`src/rtl/evc_pkg.sv`:
```
// Package for the exception vector classifier: vector numbers, frame format
// codes, the result record and the decode functions. No dependencies.
`timescale 1ns / 1ps

package evc_pkg;

    localparam int VectorWidth = 8;
    localparam int OffsetWidth = 10;
    localparam int GroupWidth  = 3;
    localparam int RankWidth   = 2;
    localparam int FormatWidth = 4;
    localparam int LengthWidth = 6;
    localparam int FmtWordWidth = 16;
    localparam int OffsetFieldWidth = 12;

    localparam int InDataWidth  = 8;
    localparam int OutDataWidth = 48;

    localparam logic [7:0] VEC_RESET_SSP   = 8'd0;
    localparam logic [7:0] VEC_RESET_PC    = 8'd1;
    localparam logic [7:0] VEC_BUS_ERROR   = 8'd2;
    localparam logic [7:0] VEC_ADDR_ERROR  = 8'd3;
    localparam logic [7:0] VEC_ILLEGAL     = 8'd4;
    localparam logic [7:0] VEC_ZERO_DIV    = 8'd5;
    localparam logic [7:0] VEC_CHK         = 8'd6;
    localparam logic [7:0] VEC_TRAPCC      = 8'd7;
    localparam logic [7:0] VEC_PRIVILEGE   = 8'd8;
    localparam logic [7:0] VEC_TRACE       = 8'd9;
    localparam logic [7:0] VEC_LINE_A      = 8'd10;
    localparam logic [7:0] VEC_LINE_F      = 8'd11;
    localparam logic [7:0] VEC_PROTOCOL    = 8'd13;
    localparam logic [7:0] VEC_FORMAT_ERR  = 8'd14;
    localparam logic [7:0] VEC_SPURIOUS    = 8'd24;
    localparam logic [7:0] VEC_AUTO_LAST   = 8'd31;
    localparam logic [7:0] VEC_CP_FIRST    = 8'd48;
    localparam logic [7:0] VEC_CP_LAST     = 8'd54;
    localparam logic [7:0] VEC_MMU_CONFIG  = 8'd56;
    localparam logic [7:0] VEC_USER_FIRST  = 8'd64;
    localparam logic [7:0] VEC_USER_LAST   = 8'd255;

    localparam logic [3:0] FMT_FOUR_WORD = 4'd0;
    localparam logic [3:0] FMT_ALT_FOUR  = 4'd1;
    localparam logic [3:0] FMT_SIX_WORD  = 4'd2;
    localparam logic [3:0] FMT_CP_MID    = 4'd9;
    localparam logic [3:0] FMT_SHORT_BUS = 4'd10;
    localparam logic [3:0] FMT_LONG_BUS  = 4'd11;

    localparam logic [2:0] GRP_RESET     = 3'd0;
    localparam logic [2:0] GRP_BUS_FAULT = 3'd1;
    localparam logic [2:0] GRP_EXECUTION = 3'd2;
    localparam logic [2:0] GRP_PRE_INSTR = 3'd3;
    localparam logic [2:0] GRP_TRACE_INT = 3'd4;

    typedef struct packed {
        logic                    stacks_next;
        logic [FmtWordWidth-1:0] fmt_offset;
        logic [LengthWidth-1:0]  frame_length;
        logic [FormatWidth-1:0]  frame_format;
        logic [RankWidth-1:0]    priority_rank;
        logic [GroupWidth-1:0]   priority_group;
        logic [OffsetWidth-1:0]  table_offset;
    } evc_result_t;

    function automatic logic [GroupWidth+RankWidth-1:0] evc_priority(
        input logic [VectorWidth-1:0] v
    );
        logic [GroupWidth-1:0] grp;
        logic [RankWidth-1:0]  rank;
        grp  = GRP_EXECUTION;
        rank = 2'd0;
        case (v) inside
            VEC_RESET_SSP, VEC_RESET_PC: begin
                grp = GRP_RESET;
            end
            VEC_ADDR_ERROR: begin
                grp = GRP_BUS_FAULT;
            end
            VEC_BUS_ERROR: begin
                grp  = GRP_BUS_FAULT;
                rank = 2'd1;
            end
            VEC_ILLEGAL, VEC_LINE_A, VEC_LINE_F, VEC_PRIVILEGE,
            [VEC_CP_FIRST:VEC_CP_LAST]: begin
                grp = GRP_PRE_INSTR;
            end
            VEC_TRACE: begin
                grp  = GRP_TRACE_INT;
                rank = 2'd1;
            end
            [VEC_SPURIOUS:VEC_AUTO_LAST], [VEC_USER_FIRST:VEC_USER_LAST]: begin
                grp  = GRP_TRACE_INT;
                rank = 2'd2;
            end
            default: begin
                grp  = GRP_EXECUTION;
                rank = 2'd0;
            end
        endcase
        return {grp, rank};
    endfunction

    function automatic logic [FormatWidth-1:0] evc_format(
        input logic [VectorWidth-1:0] v
    );
        logic [FormatWidth-1:0] fmt;
        case (v) inside
            VEC_BUS_ERROR, VEC_ADDR_ERROR: fmt = FMT_SHORT_BUS;
            VEC_PROTOCOL:                  fmt = FMT_CP_MID;
            VEC_ZERO_DIV, VEC_CHK, VEC_TRAPCC, VEC_TRACE,
            VEC_MMU_CONFIG:                fmt = FMT_SIX_WORD;
            default:                       fmt = FMT_FOUR_WORD;
        endcase
        return fmt;
    endfunction

    function automatic logic [LengthWidth-1:0] evc_words(
        input logic [FormatWidth-1:0] fmt
    );
        logic [LengthWidth-1:0] words;
        case (fmt)
            FMT_FOUR_WORD, FMT_ALT_FOUR: words = 6'd4;
            FMT_SIX_WORD:                words = 6'd6;
            FMT_CP_MID:                  words = 6'd10;
            FMT_SHORT_BUS:               words = 6'd16;
            FMT_LONG_BUS:                words = 6'd46;
            default:                     words = 6'd0;
        endcase
        return words;
    endfunction

    function automatic logic evc_stacks_next(input logic [VectorWidth-1:0] v);
        logic nxt;
        case (v) inside
            VEC_ILLEGAL, VEC_LINE_A, VEC_LINE_F, VEC_PRIVILEGE, VEC_FORMAT_ERR,
            [VEC_CP_FIRST:VEC_CP_LAST]: nxt = 1'b0;
            default:                    nxt = 1'b1;
        endcase
        return nxt;
    endfunction

    function automatic evc_result_t evc_classify(input logic [VectorWidth-1:0] v);
        evc_result_t r;
        r.table_offset = {v, 2'b00};
        {r.priority_group, r.priority_rank} = evc_priority(v);
        r.frame_format = evc_format(v);
        r.frame_length = evc_words(r.frame_format);
        r.fmt_offset   = {r.frame_format, 2'b00, r.table_offset};
        r.stacks_next  = evc_stacks_next(v);
        return r;
    endfunction

endpackage

```
`src/rtl/exception_vector_classifier_top.sv`:
```
// Top level of the exception vector classifier: input register, decode and
// result register on stream channels. Depends on evc_pkg.
`timescale 1ns / 1ps

// Usage
// The slave channel takes one word per vector number in s_tdata[7:0]. The
// master channel returns one word per vector with the table offset, the
// priority group and rank, the stack frame format and length, the
// format/offset word and the stacked-PC flag.
// Each word passes an input register and then a result register; a result
// is offered from the result register once its vector has moved there from
// the input register. While m_tready stays high, one vector can be
// accepted in every cycle; throughput is one word per cycle, set by the
// single decode stage between the two registers.
// The stages advance as a pipeline: while the receiver holds m_tready low the
// result is held, one further word may wait in the input register, and
// s_tready then falls until the result is taken.
// Reset empties both stages; no result is pending afterwards.
module exception_vector_classifier_top (
    input  logic                                aclk,
    input  logic                                aresetn,
    input  logic                                s_tvalid,
    output logic                                s_tready,
    // vector [7:0]
    input  logic [evc_pkg::InDataWidth-1:0]     s_tdata,
    output logic                                m_tvalid,
    input  logic                                m_tready,
    // table_offset [9:0], priority_group [12:10], priority_rank [14:13],
    // frame_format [18:15], frame_length [24:19], fmt_offset [40:25],
    // stacks_next [41], zero fill [47:42]
    output logic [evc_pkg::OutDataWidth-1:0]    m_tdata
);
    import evc_pkg::*;

    localparam int ResultWidth = $bits(evc_result_t);

    logic                   in_valid_reg;
    logic                   in_valid_next;
    logic [VectorWidth-1:0] vector_reg;
    logic                   out_valid_reg;
    logic                   out_valid_next;
    evc_result_t            result_reg;
    evc_result_t            result_next;
    logic                   out_ready;
    logic                   in_ready;
    logic                   s_accept;

    assign out_ready = !out_valid_reg || m_tready;
    assign in_ready  = !in_valid_reg || out_ready;
    assign s_accept  = s_tvalid && in_ready;
    assign s_tready  = in_ready;

    always_comb begin
        in_valid_next = in_valid_reg;
        if (in_ready) begin
            in_valid_next = s_tvalid;
        end
        out_valid_next = out_valid_reg;
        if (out_ready) begin
            out_valid_next = in_valid_reg;
        end
        result_next = evc_classify(vector_reg);
    end

    always_ff @(posedge aclk) begin
        if (!aresetn) begin
            in_valid_reg  <= 1'b0;
            out_valid_reg <= 1'b0;
        end else begin
            in_valid_reg  <= in_valid_next;
            out_valid_reg <= out_valid_next;
        end
    end

    always_ff @(posedge aclk) begin
        if (s_accept) begin
            vector_reg <= s_tdata[VectorWidth-1:0];
        end
        if (out_ready && in_valid_reg) begin
            result_reg <= result_next;
        end
    end

    assign m_tvalid = out_valid_reg;
    assign m_tdata  = {{(OutDataWidth-ResultWidth){1'b0}}, result_reg};

    // The format/offset word carries the frame format and the table offset.
    assert property (@(posedge aclk) disable iff (!aresetn)
        m_tvalid |-> (m_tdata[40:37] == m_tdata[18:15]) &&
                     (m_tdata[36:25] == {2'b00, m_tdata[9:0]}))
        else $error("format word does not match format and offset");

    // Every result names a frame of known length.
    assert property (@(posedge aclk) disable iff (!aresetn)
        m_tvalid |-> (m_tdata[24:19] != 6'd0))
        else $error("frame length of a result is zero");

    // A staged vector moves into the result register when that stage is free.
    assert property (@(posedge aclk) disable iff (!aresetn)
        (in_valid_reg && out_ready) |=> m_tvalid)
        else $error("staged vector did not reach the result register");

    // Reset leaves no result pending.
    assert property (@(posedge aclk)
        !aresetn |=> !m_tvalid)
        else $error("result pending after reset");

endmodule

```
`config.mk`:
```
export PLATFORM = sky130hd
export DESIGN_NAME = exception_vector_classifier_top
export DESIGN_NICKNAME = d
export VERILOG_FILES = /design/src/rtl/evc_pkg.sv /design/src/rtl/exception_vector_classifier_top.sv
export SDC_FILE = /design/constraint.sdc
export NUM_CORES = 1
export LEC_CHECK = 0
export BUFFER_PORTS_ARGS = -buffer_cell sky130_fd_sc_hd__buf_2
export CELL_PAD_IN_SITES_DETAIL_PLACEMENT = 1
export CELL_PAD_IN_SITES_GLOBAL_PLACEMENT = 1
export CORE_ASPECT_RATIO = 1.5
export CORE_MARGIN = 1.5
export CORE_UTILIZATION = 38
export DETAILED_ROUTE_END_ITERATION = 8
export PLACE_DENSITY = 0.84
export SLEW_MARGIN = 20
export SYNTH_ARGS = -nofsm -noshare
export SYNTH_HDL_FRONTEND = slang
export SYNTH_SLANG_ARGS = --single-unit
```
`constraint.sdc`:
```
create_clock -name aclk -period 4.24 [get_ports aclk]
set_input_delay 0.212 -clock aclk [delete_from_list [all_inputs] [get_ports aclk]]
set_output_delay 0.212 -clock aclk [all_outputs]
set_load 0.005 [all_outputs]
```
# Yosys cells after proc, flatten, opt, wreduce, memory -nomap -nowiden
# Cells that the tools add are included.
[totals] word_cells=74 ram_bits=0 input_bits=12 reg_bits=46 n_memories=0 romBits=0 latch_bits=0 out_inout_bits=50
[op_classes] add_sub_neg=0 n_div=0 magnitude_cmp=6 mul=0 reduce_logical=22 eq_ne=19 n_shift=0 bitwise=0 n_mux=14
[op_table] cell="8-bit by 4-bit equality test with 1-bit output (second input constant)" count=6
[op_table] cell="8-bit by 3-bit equality test with 1-bit output (second input constant)" count=4
[op_table] cell="6-bit case mux with 5 select lines" count=1
[op_table] cell="8-bit by 2-bit equality test with 1-bit output (second input constant)" count=2
[op_table] cell="4-bit equality test (second input constant)" count=3
[op_table] cell="10-bit OR reduction" count=1
[op_table] cell="5-bit OR reduction" count=2
[op_table] cell="9-bit OR reduction" count=1
[op_table] cell="8-bit by 1-bit equality test with 1-bit output (second input constant)" count=1
[op_table] cell="8-bit by 6-bit equality test with 1-bit output (second input constant)" count=1
[op_table] cell="8-bit by 5-bit greater-or-equal comparator with 1-bit output (second input constant)" count=1
[op_table] cell="8-bit by 6-bit greater-or-equal comparator with 1-bit output (second input constant)" count=1
[op_table] cell="8-bit by 7-bit greater-or-equal comparator with 1-bit output (second input constant)" count=1
[op_table] cell="8-bit by 5-bit less-or-equal comparator with 1-bit output (second input constant)" count=1
[op_table] cell="8-bit by 6-bit less-or-equal comparator with 1-bit output (second input constant)" count=1
[op_table] cell="8-bit less-or-equal comparator (second input constant)" count=1
[op_table] cell="8-bit logical NOT" count=1
[op_table] cell="4-bit two-way mux" count=2
[op_table] cell="2-bit OR reduction" count=4
[op_table] cell="1-bit two-way mux" count=6
[op_table] cell="2-bit two-way mux" count=3
[op_table] cell="3-bit two-way mux" count=2
[op_table] cell="6-bit OR reduction" count=1
[op_table] cell="1-bit logical AND" count=5
[op_table] cell="other kinds (7)" count=9

# Logic depth before layout (Yosys ltp)
# Gate-level depths: netlist of run 1.
[depth] depth_word=8 depth_mapped=5 depth_no_buf=4

# Worst setup path before layout of run 1
# No wires, ideal clock.
[synth_path] kind="register to register" startpoint="reg out_valid_reg (netlist: m_tvalid)" endpoint="reg result_reg, in the netlist m_tdata[10], enable pin" required_ps=3839 arrival_ps=1432 slack_ps=2406 path_buffers=0 synth_period_minus_slack_ps=1834 setup_ps=401 stages_incl_launch_ff=3 path_cell_list="dfxtp_1 -> nor2b_1 -> nor2b_1"
[synth_via] elab_chain_cells=3
[synth_rtl] item="from (decl)" line="exception_vector_classifier_top.sv:40" text="logic out_valid_reg;"
[synth_rtl] item="from (signal assigned)" line="exception_vector_classifier_top.sv:71" text="out_valid_reg <= out_valid_next;"
[synth_rtl] item="1-bit logical NOT" line="exception_vector_classifier_top.sv:48" text="assign out_ready = !out_valid_reg || m_tready;"
[synth_rtl] item="1-bit logical OR" line="exception_vector_classifier_top.sv:48"
[synth_rtl] item="1-bit logical AND" line="exception_vector_classifier_top.sv:79" text="if (out_ready && in_valid_reg) begin"
[synth_rtl] item="to (signal assigned)" line="exception_vector_classifier_top.sv:80" text="result_reg <= result_next;"
[synth_rtl] item="to (decl)" line="exception_vector_classifier_top.sv:42" text="evc_result_t result_reg;"
# No other way between the ends.
# A chain may end at the register's enable or synchronous reset.

# Worst setup path in the final report of run 1
[layout_path] startpoint="reg out_valid_reg (netlist: m_tvalid)" endpoint="reg result_reg, in the netlist m_tdata[41], enable pin"
# The elaborated chain is that of the path after synthesis.

==> flow_summary_export.csv, run 1 <==
group,metric,value,unit
cells_and_area,diodes,0,
synthesis,yosys-top-cells-area,"edfxtp_1, buf_4, dfxtp_1, nor2b_1, nand2_1",
drt,drt_first_pass_iters,4,
min_path,hold_depth,1,
synthesis,synth_top_area_share,0.6042,
cts,cts_tree,"done",
power_and_ir_drop,peakVddDrop,0.2153,mV
cells_and_area,final_nets,161,
place,placed_cells_incl_taps,185,
synthesis,avgSynthCellArea,13.10,um^2
synthesis,synth_seq_area_share,0.6319,
critical_path,end_kind,"flop",
critical_path,crit_type,"flop to flop",
critical_path,worst-path-buf-inv,0,
sta,tightest_slew,930.5,ps
floorplan,die-area,4179,um^2
synthesis,syn_area,1441,um^2
cells_and_area,n_fill_cell,414,
cells_and_area,mostFrequentLayoutCell,"buf_2",
drt,antenna_left,0,
synthesis,ys_ff_latch,31,
critical_path,r2r_cells,2,
floorplan,ios,62,
synthesis,ys_warn_count,0,
cells_and_area,area_growth,14.24,%
sta,max_freq,630.1,MHz
synthesis,yosys.area.top_type,"edfxtp_1",
place,gp_congestion,0.8111,
drt,drc,0,
sta,final_hold_viol_count,0,
drt,drt_wl_total,2345,um
cts,htree_levels,2,
cts,cts_root_buf,"clkbuf_8",
sta,layout_worst_path_cycle_share,0.3743,
cts,cts_inserted_buffers,5,
sta,max-slew-margin-rel,0.3768,
cells_and_area,largest_reg_flops,21,
critical_path,crit_arrival,1490,ps
grt,track_usage,0.1294,
drt,wl_per_cell,12.21,um
job,maxCapViolCount,0,
grt,grt_pass1_vias,854,
cts,path_clk_slew,60,ps
critical_path,start_kind,"flop",
power_and_ir_drop,p_per_area,375.1,nW/um^2
run_status,status,"finished clean",
floorplan,die_h,78.43,um
place,io_buffer_count,46,
floorplan,initial_core_util,0.3951,
critical_path,path_cells,"nor2b_1 > nor2b_2",
critical_path,cp_data_required_time,4140,ps
cells_and_area,drive_gt1_frac,0.3758,
synthesis,syn_inst,110,
grt,grt_pass1_wl,3801,um
critical_path,crit_fanout,21,
drt,drt-initial-drc-count,16,
cts,cts_hold_buf,0,
floorplan,core-area,3649,um^2
critical_path,crit_path_top_delay_cell,"nor2b_2",
grt,grt_max_degree,22,
min_path,hold_class,"primary input to flop",
floorplan,dieWidth,53.29,um
cells_and_area,utilization,0.4513,
cells_and_area,multi_input_area,370.4,um^2
drt,vias_per_cell,4.505,
sta,finClkSkew,2.570,ps
sta,setup_viol,0,
floorplan,rows,27,
cts,clockBufferDepth,2,
critical_path,cp.depth,2,
cts,cts_sinks,31,
grt,overflow,0,
critical_path,critPathTopFamily,"simple AND/OR/NAND/NOR gates",
grt,antenna_found_initial,0,
cts,worst_skew_pair.late_latency,280,ps
sta,period_needed,1587,ps
sta,fin_tns_setup,0,ps
cts,cts.repair.resized,0,
sta,grt_setup_unrepaired,"no",
critical_path,cpPeakStageDelay,740,ps
synthesis,yosysUniqueCellTypes,29,
place,hpwl,1830,um
power_and_ir_drop,cellLeakagePower,0.6529,nW
cells_and_area,regArea,910.9,um^2
drt,via_count,865,
sta,report.final.slew_viol_count,0,
cells_and_area,final_cell_mix,"buf_2, edfxtp_1, conb_1, nand2_1",
cells_and_area,fin_cells,192,
cts,postCtsSetupRepairBufs,0,
cell families (layout without fill, tap and decap cells):
| logic type | Yosys count | after routing | synth area share |
|---|---|---|---|
| and+or+nand+nor | 30 | 30 | 0.1233 |
| DFF | 31 | 31 | 0.6319 |
| xor gates and xnor gates | 2 | 2 | 0.01215 |
| buffers and inverters | 30 | 54 | 0.1519 |
| AOI/OAI and AO/OA | 15 | 15 | 0.07117 |
| muxes | 1 | 1 | 0.006945 |
| other | 1 | 16 | 0.002602 |
worst register-to-register path, cell delays in order, from the launching register on:
cell and delay [ps]:
dfxtp_1 300, nor2b_1 160, nor2b_2 740
worst paths after layout:
kind                      from  slack (ps)       endpoint
setup / recovery      m_tvalid        2650    m_tdata[41]
hold / removal      s_tdata[2]         110  vector_reg[2]
setup reg to reg      m_tvalid        2650    m_tdata[41]
hold reg to reg   in_valid_reg         520       m_tvalid
report_power, final:
part	total [mW]	internal (mW)	leakage, nW	switching [mW]
combinational	0.0472	0.0222	0.331	0.0250
sequential	0.365	0.352	0.281	0.0133
clock	0.205	0.109	0.0414	0.0967
cell usage after synthesis:
library cell	number
edfxtp_1	29
nor2_2	1
conb_1	1
and4bb_1	1
o21a_1	3
nand3b_1	1
o22ai_1	2
a21oi_1	2
nor4_1	1
and2_1	3
xor2_1	1
mux2i_1	1
xnor2_1	1
inv_2	1
o21ai_0	2
dfxtp_1	2
nor2b_1	6
buf_2	1
nand2_1	6
o311a_1	1
nor3_1	2
buf_4	28
o31a_1	2
nand3b_4	1
nand3_1	3
o31ai_1	2
nand2b_1	1
nor2_1	4
o21ai_1	1
layout make-up:
class,instances,area share
Inverter,1,0.002280
Sequential cell,31,0.5532
Clock inverter,2,0.005319
Clock buffer,5,0.04179
Tap cell,43,0.03267
Timing Repair Buffer,46,0.1398
Multi-Input combinational cell,64,0.2249
per-layer routing:
| metal | up-vias | GRT usage | routed length [um] | part of all wire |
|---|---|---|---|---|
| li1 | 429 | - | - | - |
| met3 | 5 | 0.05323 | 151 | 0.064 |
| met2 | 36 | 0.2247 | 1326 | 0.57 |
| met4 | 0 | 0.07692 | 52 | 0.022 |
| met5 | - | 0 | 0 | 0 |
| met1 | 395 | 0.1191 | 815 | 0.35 |
stage by stage:
step | hold WS, ps | area [um^2] | power [mW] | setup WS [ps]
2_1_floorplan | 310.9 | 1498 | 0.4116 | 2406
3_3_place_gp | 392.0 | 1569 | 0.4158 | 2705
3_5_place_dp | 391.0 | 1569 | 0.4192 | 2632
4_1_cts | 98.42 | 1647 | 0.6265 | 2624
5_1_grt | 94.25 | 1647 | 0.6470 | 2469
6_report | 106.0 | 1647 | 0.6177 | 2653
Power figures use the tool's default switching activity.
==> run 2, diff against run 1 <==
--- a/config.mk
+++ b/config.mk
@@ -10,9 +10,9 @@
 export CELL_PAD_IN_SITES_GLOBAL_PLACEMENT = 1
 export CORE_ASPECT_RATIO = 1.5
 export CORE_MARGIN = 1.5
-export CORE_UTILIZATION = 38
+export CORE_UTILIZATION = 32
 export DETAILED_ROUTE_END_ITERATION = 8
-export PLACE_DENSITY = 0.84
+export PLACE_DENSITY = 0.76
 export SLEW_MARGIN = 20
 export SYNTH_ARGS = -nofsm -noshare
 export SYNTH_HDL_FRONTEND = slang
==> constraint.sdc (replaced) <==
create_clock -name aclk -period 1.4 [get_ports aclk]
set_input_delay 0.07 -clock aclk [delete_from_list [all_inputs] [get_ports aclk]]
set_output_delay 0.07 -clock aclk [all_outputs]
set_load 0.005 [all_outputs]
==> flow_summary_export.csv, run 2 (synthesis results as in run 1) <==
group,metric,value,unit
cts,cts_inserted_buffers,5,
grt,grt_pass1_vias,1072,
cells_and_area,final_nets,186,
job,maxCapViolCount,0,
grt,track_usage,0.1243,
place,hpwl,2234,um
cells_and_area,largest_reg_flops,21,
power_and_ir_drop,p_comb_frac,0.118,
cts,cts_sinks,31,
power_and_ir_drop,cellLeakagePower,0.7769,nW
sta,max_freq,730.3,MHz
critical_path,crit_arrival,1410,ps
sta,period_needed,1369,ps
place,place_area,1665,um^2
drt,via_count,977,
critical_path,crit_type,"flop to flop",
cts,cts_tree,"done",
grt,overflow,0,
power_and_ir_drop,swShare,0.2243,
cts,htree_levels,2,
cells_and_area,area_growth,32.73,%
power_and_ir_drop,power.sequential.fraction,0.557,
grt,grt_max_degree,22,
cells_and_area,final_cell_area,1913,um^2
critical_path,cpPeakStageDelay,390,ps
power_and_ir_drop,p_clk_frac,0.324,
floorplan,core-area,4282,um^2
drt,drt_first_pass_iters,6,
floorplan,initial_core_util,0.3366,
sta,layout_worst_path_cycle_share,0.9781,
drt,drc,8,
cts,worst_skew_pair.late_latency,270,ps
floorplan,die_h,85.20,um
cts,path_clk_slew,70,ps
critical_path,end_kind,"flop",
place,gp_congestion,0.9094,
drt,drt_wl_total,3119,um
sta,setup_viol,0,
critical_path,crit_fanout,5,
critical_path,crit_path_top_delay_cell,"edfxtp_1",
drt,vias_per_cell,4.421,
run_status,violations,"DRC",
floorplan,dieWidth,57.80,um
drt,drt-initial-drc-count,29,
sta,final_hold_viol_count,0,
drt,wl_per_cell,14.11,um
place,io_buffer_count,46,
cts,cts_root_buf,"clkbuf_8",
power_and_ir_drop,p_per_area,1026,nW/um^2
critical_path,cp_data_required_time,1440,ps
critical_path,start_kind,"flop",
floorplan,die-area,4924,um^2
grt,antenna_found_initial,0,
floorplan,ios,62,
grt,grt_pass1_wl,4623,um
cts,clockBufferDepth,2,
cells_and_area,drive_gt1_frac,0.4686,
cells_and_area,final_cell_mix,"buf_2, edfxtp_1, conb_1, buf_4, dlygate4sd3_1",
cells_and_area,diodes,0,
sta,finClkSkew,8.864,ps
power_and_ir_drop,p_int,1.522,mW
sta,report.final.slew_viol_count,0,
min_path,hold_class,"primary input to flop",
power_and_ir_drop,p_sw,0.4402,mW
critical_path,worst-path-buf-inv,2,
floorplan,rows,29,
sta,grt_setup_unrepaired,"yes",
cells_and_area,utilization,0.4468,
run_status,status,"finished with violations",
critical_path,critPathTopFamily,"flip-flops",
cells_and_area,mostFrequentLayoutCell,"buf_2",
drt,antenna_left,0,
critical_path,path_cells,"buf_4 > nand2b_2 > mux2i_1 > and2_1 > inv_2",
power_and_ir_drop,peakVddDrop,0.6351,mV
-- run 2: changes by cell type in the layout (fill, tap and decap cells not counted), sizes merged --
cell / before / now
buf: 46 / 63
clkbuf: 5 / 6
dlygate4sd3: 0 / 8
-- run 2: path summary, 6_finish.rpt --
kind                               startpoint  cells past startpoint  slack, ps           end
worst max-delay path            vector_reg[3]                      5         30   m_tdata[21]
worst min register to register  vector_reg[2]                      0        540    m_tdata[4]
worst min-delay path                  aresetn                      2         20  in_valid_reg
worst max register to register  vector_reg[3]                      5         30   m_tdata[21]
-- run 2: power by group through the flow --
stage                     Sequential, mW  Clock (mW)  Combinational [mW]
after floorplan                     1.11           0               0.134
after global routing                1.10       0.694               0.256
final                               1.09       0.636               0.232
after global placement              1.11           0               0.175
after detailed placement            1.12           0               0.187
after CTS                           1.09       0.655               0.219
-- run 2: cell type report --
class | instances | area [um^2]
flip-flops and latches | 31 | 910.9
repair buffers | 71 | 447.9
clock inverters | 2 | 7.507
multi-input cells | 64 | 412.9
inverters | 1 | 3.754
well taps | 46 | 57.56
fillers | 485 | 2369
clock buffers | 6 | 72.57
-- run 2: per-stage QoR --
stage / setup TNS, ps / std cells / setup WS (ps) / hold WS (ps) / power (mW)
after floorplan: 0 / 125 / 57.44 / 168.9 / 1.248
final: 0 / 221 / 30.66 / 22.64 / 1.962
after CTS: 0 / 219 / 1.493 / 17.27 / 1.966
after global placement: 0 / 198 / 22.10 / 248.2 / 1.289
after global routing: -119.9 / 221 / -40.05 / 30.96 / 2.049
after detailed placement: -268.5 / 198 / -74.88 / 248.4 / 1.303
-- run 2: metal layers --
layer | part of all wire | track usage | vias up
li1 | - | - | 475
met1 | 0.35 | 0.1144 | 460
met2 | 0.58 | 0.2355 | 37
met3 | 0.051 | 0.03506 | 5
met4 | 0.014 | 0.06554 | 0
met5 | 0 | 0 | -
-- run 2: timing repair --
item	in CTS	in global routing
buffers inserted	5	2
hold buffers	8	0
hold endpoints to repair	8	0
resized for setup	0	13
endpoints found under the setup margin	7	16
pin swaps	0	1
cloned	0	0
-- run 2: worst register-to-register path, stage by stage, from the launching register on --
cell      delay [ps]
edfxtp_1         390
buf_4            180
nand2b_2         220
mux2i_1          140
and2_1           170
inv_2             30
